File: src/hdl/olist_pkg.sv
// shared constants, request codes and types for the ordered list engine
package olist_pkg;

    // list geometry
    localparam int CAPACITY = 64;
    localparam int DATA_W   = 32;
    localparam int IDX_W    = $clog2(CAPACITY);
    localparam int POS_W    = 7;
    localparam int CNT_W    = 7;
    localparam int REQ_W    = 4;
    localparam int STAT_W   = 2;

    // two-level select tree: groups of GRP cells, NGRP groups
    localparam int GRP  = 8;
    localparam int NGRP = CAPACITY / GRP;

    // request codes
    localparam logic [REQ_W-1:0] REQ_ADD_HEAD   = 4'd0;
    localparam logic [REQ_W-1:0] REQ_ADD_TAIL   = 4'd1;
    localparam logic [REQ_W-1:0] REQ_INS_BEFORE = 4'd2;
    localparam logic [REQ_W-1:0] REQ_INS_AFTER  = 4'd3;
    localparam logic [REQ_W-1:0] REQ_REM_HEAD   = 4'd4;
    localparam logic [REQ_W-1:0] REQ_REM_AT     = 4'd5;
    localparam logic [REQ_W-1:0] REQ_REM_TAIL   = 4'd6;
    localparam logic [REQ_W-1:0] REQ_READ       = 4'd7;
    localparam logic [REQ_W-1:0] REQ_FIND       = 4'd8;

    // status codes
    localparam logic [STAT_W-1:0] ST_OK   = 2'd0;
    localparam logic [STAT_W-1:0] ST_FAIL = 2'd1;
    localparam logic [STAT_W-1:0] ST_FULL = 2'd2;

    // broadcast control from the sequencer to every cell
    typedef struct packed {
        logic              upd;
        logic              ins;
        logic              find;
        logic [POS_W-1:0]  pos;
        logic [CNT_W-1:0]  count;
        logic [DATA_W-1:0] key;
    } cell_ctrl_t;

    // one select tree result
    typedef struct packed {
        logic              hit;
        logic [IDX_W-1:0]  idx;
        logic [DATA_W-1:0] value;
    } pick_t;

endpackage

File: src/hdl/olist_cell.sv
// one list entry: holds a value, shifts with its neighbours, flags a match
module olist_cell (
    input  logic                           clk,
    input  logic [olist_pkg::IDX_W-1:0]    idx,
    input  olist_pkg::cell_ctrl_t          ctrl,
    input  logic [olist_pkg::DATA_W-1:0]   left_value,
    input  logic [olist_pkg::DATA_W-1:0]   right_value,
    output logic [olist_pkg::DATA_W-1:0]   value,
    output logic                           hit
);

    logic [olist_pkg::DATA_W-1:0] value_reg;
    logic [olist_pkg::DATA_W-1:0] value_next;
    logic [olist_pkg::POS_W-1:0]  my_pos;

    assign my_pos = olist_pkg::POS_W'(idx);
    assign value  = value_reg;

    // match on value for a find, on position otherwise
    always_comb
    begin
        if (ctrl.find)
            hit = (my_pos < ctrl.count) && (value_reg == ctrl.key);
        else
            hit = (my_pos == ctrl.pos);
    end

    // insert pulls from the left, remove pulls from the right
    always_comb
    begin
        value_next = value_reg;
        if (ctrl.upd)
        begin
            if (ctrl.ins)
            begin
                if (my_pos > ctrl.pos)
                    value_next = left_value;
                else if (my_pos == ctrl.pos)
                    value_next = ctrl.key;
            end
            else if (my_pos >= ctrl.pos)
            begin
                value_next = right_value;
            end
        end
    end

    always_ff @(posedge clk)
    begin
        value_reg <= value_next;
    end

endmodule

File: config.mk
export PLATFORM = sky130hd
export DESIGN_NAME = olist_cell
export DESIGN_NICKNAME = d
export VERILOG_FILES = /design/src/hdl/olist_pkg.sv /design/src/hdl/olist_cell.sv
export SDC_FILE = /design/constraint.sdc
export NUM_CORES = 1
export LEC_CHECK = 0
export BUFFER_PORTS_ARGS = -buffer_cell sky130_fd_sc_hd__clkbuf_2
export CAP_MARGIN = 40
export CORE_MARGIN = 5
export CORE_UTILIZATION = 43
export CTS_CLUSTER_DIAMETER = 80
export CTS_CLUSTER_SIZE = 24
export DETAILED_ROUTE_END_ITERATION = 7
export PLACE_DENSITY = 0.82
export SETUP_SLACK_MARGIN = 0.4
export SLEW_MARGIN = 30
export SYNTH_ARGS = -nofsm -noshare
export SYNTH_HDL_FRONTEND = slang
export SYNTH_SLANG_ARGS = --single-unit
File: constraint.sdc
create_clock -name clk -period 2.7 [get_ports clk]
set_clock_uncertainty 0.1 [all_clocks]
set_input_delay 0.135 -clock clk [delete_from_list [all_inputs] [get_ports clk]]
set_output_delay 0.135 -clock clk [all_outputs]
set_load 0.01 [all_outputs]
; After elaboration in Yosys (flattened, before gate mapping)
; Cells that the tools add are included.
[classes]
n_mux = 5
magnitude_cmp = 3
reduce_logical = 3
n_eq_ne = 3
[op_table]
columns = operator, n
row1 = $mux 32, 4
row2 = $eq 32x32->1, 1
row3 = $eq 6x7->1, 1
row4 = $ge 6x7->1, 1
row5 = $gt 6x7->1, 1
row6 = $lt 6x7->1, 1
row7 = $ne 3x1->1 const B, 1
row8 = $reduce_and 3->1, 1
row9 = $reduce_bool 2->1, 1
row10 = $logic_and 1x1->1, 1
row11 = $mux 1, 1
[totals]
regBits = 32
elab_cells = 15
out_inout_bits = 33
input_bits = 120

; Depth between registers and ports, before layout
[logic_depth]
word_depth = 4
mapped_depth = 8
ltp_nobuf = 7

; Worst setup path after synthesis
; No wires, ideal clock.
[synth_path]
kind = input to register
from = in ctrl[43] (netlist name)
to = reg value_reg (netlist bit value[0]), enable pin
t_required_ns = 2.209
path_slack_ns = 0.593
t_arrival_ns = 1.616
path_stages = 6
n_path_buf = 0
setup_ns = 0.391
cell_sequence = inv_1 > ha_1 > a21o_1 > a21oi_1 > nor2_1 > o21a_1
[synth_via]
elab_chain_cells = 3
[synth_lines]
columns = item, line
row1 = "start, declared", olist_cell.sv:5  ; input olist_pkg::cell_ctrl_t ctrl,
row2 = $gt 6x7->1 (tied with other cells), olist_cell.sv:36  ; if (my_pos > ctrl.pos)
row3 = $ne 3x1->1 (no source line) / $reduce_bool 2->1 (equally long branches), n/a
row4 = $reduce_and 3->1 (no source line) *, n/a
row5 = "end signal, assigned", olist_cell.sv:50  ; value_reg <= value_next;
row6 = "end, declared", olist_cell.sv:12  ; logic [olist_pkg::DATA_W-1:0] value_reg;
; Mark *: on every way between the ends. The rest lies on a longest branch, timed or not.
; A chain may end at the register's enable or synchronous reset.

; Worst setup path after layout
[layout_path]
from = reg value_reg (netlist bit value[1])
to = out hit
[layout_via]
elab_chain_cells = 3
[layout_lines]
columns = item, line
row1 = $eq 32x32->1, olist_cell.sv:23  ; hit = (my_pos < ctrl.count) && (value_reg == ctrl.key);
row2 = $logic_and 1x1->1, olist_cell.sv:23
row3 = $mux 1, olist_cell.sv:22  ; if (ctrl.find)
row4 = "end, declared", olist_cell.sv:9  ; output logic hit
; No other way between the ends.

==> results.json <==
{
  "gr-total-overflow": 0,
  "crit_chain": "xor2_1 -> nor4_2 -> nand4_1 -> or4_4 -> o22ai_2 -> buf_2",
  "outcome": "finished clean",
  "cts_made_buffers": 5,
  "cts_tree": "yes",
  "setup_viol": 0,
  "grt_max_degree": 23,
  "hold_viol": 0,
  "max-vdd-ir-drop_v": 0.000280,
  "worstHoldPathType": "input port to flip-flop",
  "die_h_um": 85.1,
  "diodes": 0,
  "grt_setup_unrepaired": "true",
  "drv_cap": 0,
  "min_period_over_period": 0.861,
  "cts_hold_buf": 0,
  "layout.nets": 486,
  "worst_pin_slew_ps": 454,
  "post-route-drc-count": 0,
  "synth_cells": 195,
  "path_delay_family": "simple AND/OR/NAND/NOR gates",
  "synth_common_cells": "58 x mux2_2, 32 x edfxtp_1, 17 x xor2_1",
  "slowest_stage": "or4_4",
  "yosysMostFrequentCell": "mux2_2",
  "antenna_found_initial": 0,
  "core_region_area_mm2": 0.00551,
  "critPathLaunchType": "flip-flop",
  "dp_hpwl_mm": 5.56,
  "grt_pass1_vias": 2187,
  "totalPowerFinal_mw": 1.45,
  "grt.total_usage": 0.178,
  "cp_max_fo": 2,
  "period_needed_ps": 2320,
  "place.gp.congestion": 0.868,
  "pre_cts_slack_ps": 486,
  "p_per_area_mw_per_mm2": 422,
  "timing.fmax_mhz": 430,
  "p_leak_nw": 1.61,
  "die_w_um": 85.1,
  "ys_seq_area_frac": 0.396,
  "crit_path_max_incr_delay_ps": 450,
  "yosysTopAreaCellShare": 0.396,
  "first_pass_iters": 3,
  "rows": 27,
  "critPathRequiredTime_ps": 2470,
  "cp.arrival_ps": 2090,
  "grt_pass1_wl_mm": 10.3,
  "detail-route-antenna-nets": 0,
  "criticalPathCategory": "flip-flop to output port",
  "cts_buffer_depth": 2,
  "cts-root-buf": "clkbuf_8",
  "io_buffers": 152,
  "drive_above_1_share": 0.652,
  "whs_ps": 42.1,
  "fin_setup_tns_ps": 0,
  "syn_area_mm2": 0.00243,
  "final_max_slew_viol_count": 0,
  "largest_register_ffs": 32,
  "h-tree-depth": 2,
  "ys_top_cells_by_area": "edfxtp_1 40%, mux2_2 27%, xor2_1 6.1%",
  "cp.buffers_inverters": 1,
  "final_util": 0.623,
  "clock-sinks": 32,
  "async_flop_share": 0,
  "synthFlopType": "edfxtp_1",
  "synth_warnings": 0,
  "synth_cell_types": 28,
  "ys_ff_latch": 32,
  "finalWorstSetupSlack_ps": 375,
  "synth.net_count": 326,
  "dieArea_mm2": 0.00725,
  "crit_path_end_kind": "output port",
  "synth_edf_count": 32,
  "post_synth.cell_area_avg_um2": 12.4,
  "vias": 2099,
  "io_pins": 153,
  "start_util": 0.441,
  "wl_mm": 6.58,
  "synth_largest_area_cell": "edfxtp_1",
  "drtIter0Drc": 63,
  "slew_headroom": 0.697,
  "wl_per_cell_um": 15.4,
  "post_drt_via_cell_ratio": 4.90,
  "area_delta_synth_final_pct": 41.3,
  "clk_pin_slew_ps": 70
}
-- what timing repair did --
| action | CTS | global route |
|---|---|---|
| pin swaps | 3 | 2 |
| buffers inserted | 2 | 1 |
| setup endpoints to repair | 1 | 1 |
| gates cloned | 0 | 0 |
| gates resized for setup | 2 | 5 |
-- worst paths after layout --
| kind | from | endpoint | slack, ps | cells past startpoint |
|---|---|---|---|---|
| min | left_value[3] | value[3] | 40 | 2 |
| max | value[1] | hit | 380 | 6 |
-- placed cells by master (no fill, tap or decap), types with 2 or more instances in the layout --
cell / n
clkinv_1: 2
nand4b_1: 2
xnor2_1: 14
clkbuf_2: 151
mux2_2: 58
ha_1: 11
nor4_2: 4
buf_4: 8
xor2_1: 17
o21ai_0: 3
a21oi_1: 5
a21o_1: 3
mux2_1: 6
nor2_1: 2
clkbuf_8: 5
nand4_1: 5
edfxtp_1: 32
inv_1: 15
-- per-stage QoR --
stage,instance area (µm²),cells
floorplan,2430,195
global placement,3270,417
detailed placement,3270,417
CTS,3400,427
global route,3430,428
finish,3430,428
-- layout make-up --
| class | count | area (µm²) |
|---|---|---|
| clock buffers | 5 | 68.8 |
| multi-input cells | 141 | 1400 |
| fillers | 451 | 2080 |
| repair buffers | 160 | 821 |
| clock inverters | 3 | 37.5 |
| flip-flops and latches | 32 | 961 |
| well taps | 72 | 90.1 |
| inverters | 15 | 56.3 |
-- kinds of logic after synthesis --
| logic type | synth area share |
|---|---|
| muxes | 0.297 |
| DFF | 0.396 |
| xor gates and xnor gates | 0.112 |
| buffers and inverters | 0.0438 |
| and+or+nand+nor | 0.0459 |
| AOI/OAI and AO/OA | 0.0490 |
| adders and majority gates | 0.0567 |
-- power by group --
part,switching [mW],internal [mW]
clock,0.176,0.269
combinational,0.168,0.216
sequential,0.0222,0.596
-- per-layer routing --
metal,share of wire,global-route usage
met1,0.37,0.192
met2,0.52,0.326
met3,0.10,0.0699
met4,0.0088,0.0388
met5,0,0
Power figures use the tool's default switching activity.
