<file path="config.mk">
export PLATFORM = sky130hd
export DESIGN_NAME = olist_pick
export DESIGN_NICKNAME = d
export VERILOG_FILES = /design/src/hdl/olist_pkg.sv /design/src/hdl/olist_pick.sv
export SDC_FILE = /design/constraint.sdc
export NUM_CORES = 1
export LEC_CHECK = 0
export ABC_CLOCK_PERIOD_IN_PS = 1040
export BUFFER_PORTS_ARGS = -buffer_cell sky130_fd_sc_hd__buf_2
export CORE_AREA = 4 4 134 136
export CTS_BUF_LIST = sky130_fd_sc_hd__clkbuf_4
export DETAILED_ROUTE_END_ITERATION = 8
export DIE_AREA = 0 0 138 140
export PLACE_DENSITY = 0.56
export SKIP_CTS_REPAIR_TIMING = 1
export SLEW_MARGIN = 40
export SYNTH_ARGS = -nofsm -noshare
export SYNTH_HDL_FRONTEND = slang
export SYNTH_SLANG_ARGS = --single-unit
</file>
<file path="constraint.sdc">
create_clock -name clk -period 1.04 [get_ports clk]
set_clock_uncertainty 0.05 [all_clocks]
set_input_delay 0.052 -clock clk [delete_from_list [all_inputs] [get_ports clk]]
set_output_delay 0.052 -clock clk [all_outputs]
set_load 0.01 [all_outputs]
</file>
<file path="src/hdl/olist_pkg.sv">
// shared constants, request codes and types for the ordered list engine
package olist_pkg;

    // list geometry
    localparam int CAPACITY = 64;
    localparam int DATA_W   = 32;
    localparam int IDX_W    = $clog2(CAPACITY);
    localparam int POS_W    = 7;
    localparam int CNT_W    = 7;
    localparam int REQ_W    = 4;
    localparam int STAT_W   = 2;

    // two-level select tree: groups of GRP cells, NGRP groups
    localparam int GRP  = 8;
    localparam int NGRP = CAPACITY / GRP;

    // request codes
    localparam logic [REQ_W-1:0] REQ_ADD_HEAD   = 4'd0;
    localparam logic [REQ_W-1:0] REQ_ADD_TAIL   = 4'd1;
    localparam logic [REQ_W-1:0] REQ_INS_BEFORE = 4'd2;
    localparam logic [REQ_W-1:0] REQ_INS_AFTER  = 4'd3;
    localparam logic [REQ_W-1:0] REQ_REM_HEAD   = 4'd4;
    localparam logic [REQ_W-1:0] REQ_REM_AT     = 4'd5;
    localparam logic [REQ_W-1:0] REQ_REM_TAIL   = 4'd6;
    localparam logic [REQ_W-1:0] REQ_READ       = 4'd7;
    localparam logic [REQ_W-1:0] REQ_FIND       = 4'd8;

    // status codes
    localparam logic [STAT_W-1:0] ST_OK   = 2'd0;
    localparam logic [STAT_W-1:0] ST_FAIL = 2'd1;
    localparam logic [STAT_W-1:0] ST_FULL = 2'd2;

    // broadcast control from the sequencer to every cell
    typedef struct packed {
        logic              upd;
        logic              ins;
        logic              find;
        logic [POS_W-1:0]  pos;
        logic [CNT_W-1:0]  count;
        logic [DATA_W-1:0] key;
    } cell_ctrl_t;

    // one select tree result
    typedef struct packed {
        logic              hit;
        logic [IDX_W-1:0]  idx;
        logic [DATA_W-1:0] value;
    } pick_t;

endpackage

</file>
<file path="src/hdl/olist_pick.sv">
// registered priority select over one group of candidates, lowest index wins
module olist_pick (
    input  logic                                      clk,
    input  logic                                      rst_n,
    input  logic                                      en,
    input  logic [olist_pkg::GRP-1:0]                 hit,
    input  logic [olist_pkg::GRP-1:0][olist_pkg::IDX_W-1:0]  idx,
    input  logic [olist_pkg::GRP-1:0][olist_pkg::DATA_W-1:0] value,
    output olist_pkg::pick_t                          pick
);

    olist_pkg::pick_t pick_reg;
    olist_pkg::pick_t pick_next;

    assign pick = pick_reg;

    // scan from the top so the lowest hit is left standing
    always_comb
    begin
        pick_next = '0;
        for (int k = olist_pkg::GRP - 1; k >= 0; k--)
        begin
            if (hit[k])
            begin
                pick_next.hit   = 1'b1;
                pick_next.idx   = idx[k];
                pick_next.value = value[k];
            end
        end
    end

    always_ff @(posedge clk or negedge rst_n)
    begin
        if (!rst_n)
            pick_reg <= '0;
        else if (en)
            pick_reg <= pick_next;
    end

endmodule

</file>
# Word-level counts from Yosys, hierarchy flattened
# Cells that the tools add are included.
[word_totals]
ff_bits = 39
input_bits = 315
output_inout_bits = 39
word_cells = 11
[op_classes]
mux = 8
[ops]
columns = ["op", "count"]
rows = [
  ["$mux 39", 8],
]

# Longest topological paths before layout
[logic_depth]
word_depth = 8
ltp_mapped = 7
depth_no_buf = 4

# Worst setup path before layout
# Ideal clock, no wire load.
[synth_path]
path_kind = "in2reg"
start = "input hit[0] (netlist bit)"
end = "register pick_reg (netlist bit pick[8])"
setup_time_ns = 0.141
arrival_time_ns = 0.978
required_ns = 0.849
path_slack_ns = -0.129
cell_stages = 6
n_path_buf = 2
cell_sequence = "buf_4 > nor3b_4 > buf_4 > a221oi_1 > a21oi_1 > a31oi_1"
[synth_between]
elab_chain_cells = 1
[synth_lines]
columns = ["element", "line", "text"]
rows = [
  ["from (decl)", "olist_pick.sv:6", "input logic [olist_pkg::GRP-1:0] hit,"],
  ["$mux 39", "olist_pick.sv:23", "if (hit[k])"],
  ["to (signal assigned)", "olist_pick.sv:37", "pick_reg <= pick_next;"],
  ["to (decl)", "olist_pick.sv:12", "olist_pkg::pick_t pick_reg;"],
]
# No other way between the ends.
# A chain may end at the register's enable or synchronous reset.

# Final worst setup path
[layout_path]
start = "register pick_reg (netlist bit pick[18])"
end = "output pick[18] (netlist bit)"
[layout_rtl]
columns = ["element", "line", "text"]
rows = [
  ["to (decl)", "olist_pick.sv:9", "output olist_pkg::pick_t pick"],
]
# No word-level cell between the ends.

==> summary.txt <==
Floorplanning
  – Initial core utilization: 23.5%
  – Die Ht: 140 µm
  – Die X: 138 µm
  – Die area: 19300 µm²
  – Row count: 48
  – Total core area: 16900 µm²
  – IO Count: 354

Drt
  – WL final: 23100 µm
  – Routed len/inst: 19.1 µm
  – DR pass1 iterations: 5
  – Final antenna-violating net count: 0
  – Via-per-instance ratio: 5.13
  – Drt drc: 0
  – Iteration-0 DRC Markers: 298
  – Routed vias: ~6200

Worst setup path
  – CP dominant cell by count: buf_6
  – Setup CP Type: register to primary output
  – Crit path capture: pick[18]
  – Worst-case reg-to-reg path depth: 4
  – Crit. Startpoint: pick[18]
  – Startpoint Class: register
  – Worst path slowest cell: dfrtp_1
  – Worst path max stage delay: 0.43 ns
  – Critical Path RT: 0.94 ns
  – Crit. path cell count: 2
  – CP top delay family: flip-flops
  – Worst Path Arrival: 1.05 ns
  – FF-to-FF setup slack: -0.08 ns
  – Buf/Inv on CP: 2
  – Worst Path Max Fanout: 2
  – Worst reg2reg endpoint: pick[18]
  – FF-to-FF Start: pick[18]
  – Crit path cell chain: buf_6, buf_6
  – Setup crit end kind: primary output

Global route
  – Vias in the first global route: 5868
  – Overflow after GRT: 0
  – First-pass GRT wire length: approximately 32000 µm
  – Total track usage: 20.4%
  – Largest net degree at the start of global routing: 40
  – Initial antenna violation count: 1

Synthesis
  – Mapped cell area: between 3000 and 4000 µm²
  – Register area share after synthesis: 24.5%
  – Yosys top cell area share: 24.5%
  – Synth Net Count: 842
  – Syn Inst Count: 527
  – Number of flops mapped to enable cells by yosys: 0
  – Area contributors post-synth: dfrtp_1 25%, a221oi_1 14%, a221o_1 9.6%, inv_1 7.1%, a21oi_1 6.0%
  – Synth warn: 0
  – Avg Inst Size Synth: about 7.6 µm²
  – Synth unique cells: 27
  – Share of flip-flops with an asynchronous set or reset: between 90% and 100%
  – Yosys top cell by area: dfrtp_1
  – Ys flop type: dfrtp_1
  – Synth Register Bits: 39

CTS
  – CTS root buf: clkbuf_4
  – CTS Buf Count: 5
  – Clock slew at reported path FFs: 0.14 ns
  – Worst-Skew Late Latency: 0.38 ns
  – CTS tree: done
  – Htree depth: 2
  – CTS max path bufs: 2
  – Clk sink count: 39

STA
  – Max-slew violation count: 0
  – RSZ-0062 raised after global routing: yes
  – Fin Hold WS: -0.0149 ns
  – Tmin final: roughly 1.2 ns
  – Fmax: 867 MHz
  – Setup TNS: -0.851 ns
  – Worst rel slew slack: 63.6%
  – Fin crit share: 111%
  – Finish-stage setup viols: 21
  – Worst Setup Slack, final: -0.113 ns
  – Least-Margin Pin Slew: 0.544 ns
  – Final hold violations: 4

Power
  – Sw power: around 2.2 mW
  – Clock Power Share: 14.1%
  – Power per cell area: 736 nW/µm²
  – Internal power: 3.78 mW
  – Leakage: 3.92 nW
  – Worst VDD drop: 438 µV
  – Sw frac: about 36%
  – Logic pwr share: 55.1%
  – Sequential share of power: 30.7%

Placement
  – Placed wire-length estimate: 17100 µm
  – Placement Setup Slack: -0.415 ns
  – Input/output buffers: 353
  – GP Congestion: 0.869
  – DP Area: between 6000 and 7000 µm²

Min path
  – Hold Crit Class: input port to register

Cells and area
  – Multi-input gate area: 2980 µm²
  – Max reg flops: 39
  – Cell area after layout: 8080 µm²
  – Share of cells above drive strength 1: 52.5%
  – Register area: 976 µm²
  – Number of fill cells in the layout: 1649
  – Area Growth Syn to Fin: 103%
  – Nets: 1301

Run status
  – Status: finished with violations
  – Failing checks: hold timing, setup timing

Job
  – MaxCap Viol Count: 0
-- metrics by stage --
| step | util, % | power [mW] | std cells |
|---|---|---|---|
| detailed placement | 39.6 | 4.46 | 1119 |
| global route | 47.7 | 6.32 | 1212 |
| global placement | 39.6 | 4.44 | 1119 |
| CTS | 39.8 | 5.32 | 1126 |
| floorplan | - | 3.01 | 527 |
| finish | 47.7 | 5.94 | 1212 |
-- placed cells by master, fill, tap and decap left out, drive strengths merged, types with 2 or more instances in the layout --
cell type	netlist	final
a22oi	9	9
clkbuf	29	5
nand2	3	3
clkinv	0	2
nor3b	29	29
nand3b	9	9
buf	28	427
dlygate4sd3	0	81
dfrtp	39	39
nor2	13	13
a31oi	38	38
nand2b	29	29
nand3	28	28
or2	2	2
a221oi	65	65
a221o	38	38
a21oi	48	48
inv	75	75
nor2b	31	32
o21ai	10	10
-- cells in the mapped netlist, drive strengths merged (9+ instances only) --
cell type,number
inv,75
a221oi,65
a21oi,48
dfrtp,39
a221o,38
a31oi,38
nor2b,31
clkbuf,29
nand2b,29
nor3b,29
buf,28
nand3,28
nor2,13
o21ai,10
a22oi,9
nand3b,9
-- worst reg2reg max path: stages (launching register included) --
cell and delay, ns:
dfrtp_1 0.43, buf_4 0.14, nor2b_1 0.14, a221oi_2 0.17, a31oi_1 0.10
-- per-layer routing --
metal	track usage (%)	wire, µm	up-vias
met1	25.3	9290	2913
met4	6.34	614	0
li1	-	-	2910
met2	35.3	11500	346
met3	4.75	1710	50
met5	0	0	-
-- worst min path at each step --
stage / startpoint / to / slack (ns) / cells past startpoint
floorplan: rst_n / pick[0] / -0.29 / 0
global placement: rst_n / pick[5] / 0.002 / 2
detailed placement: rst_n / pick[6] / 0.006 / 2
CTS: rst_n / pick[17] / -0.45 / 2
global route: value[183] / pick[23] / 0.0002 / 4
finish: idx[35] / pick[37] / -0.01 / 4
-- cell type report --
type                            count  share of cell area [%]
Timing Repair Buffer              508                    43.5
Multi-Input combinational cell    357                    36.9
Sequential cell                    39                    12.1
Inverter                           75                    3.48
Tap cell                          225                    3.48
Clock buffer                        5                   0.464
Clock inverter                      2                   0.108
Antenna cell                        1                  0.0310
-- power by group through the flow --
stage | Sequential, mW | Combinational [mW] | Clock, mW
finish | 1.83 | 3.28 | 0.841
global route | 1.84 | 3.54 | 0.933
CTS | 1.79 | 2.65 | 0.880
detailed placement | 1.82 | 2.64 | 0
global placement | 1.82 | 2.62 | 0
floorplan | 1.90 | 1.12 | 0
-- kinds of logic after synthesis --
group	share of synthesized area, %
buf+inv	13.8
compound gates	39.4
flops	24.5
simple gates	22.4
(Power assumes the default switching activity.)
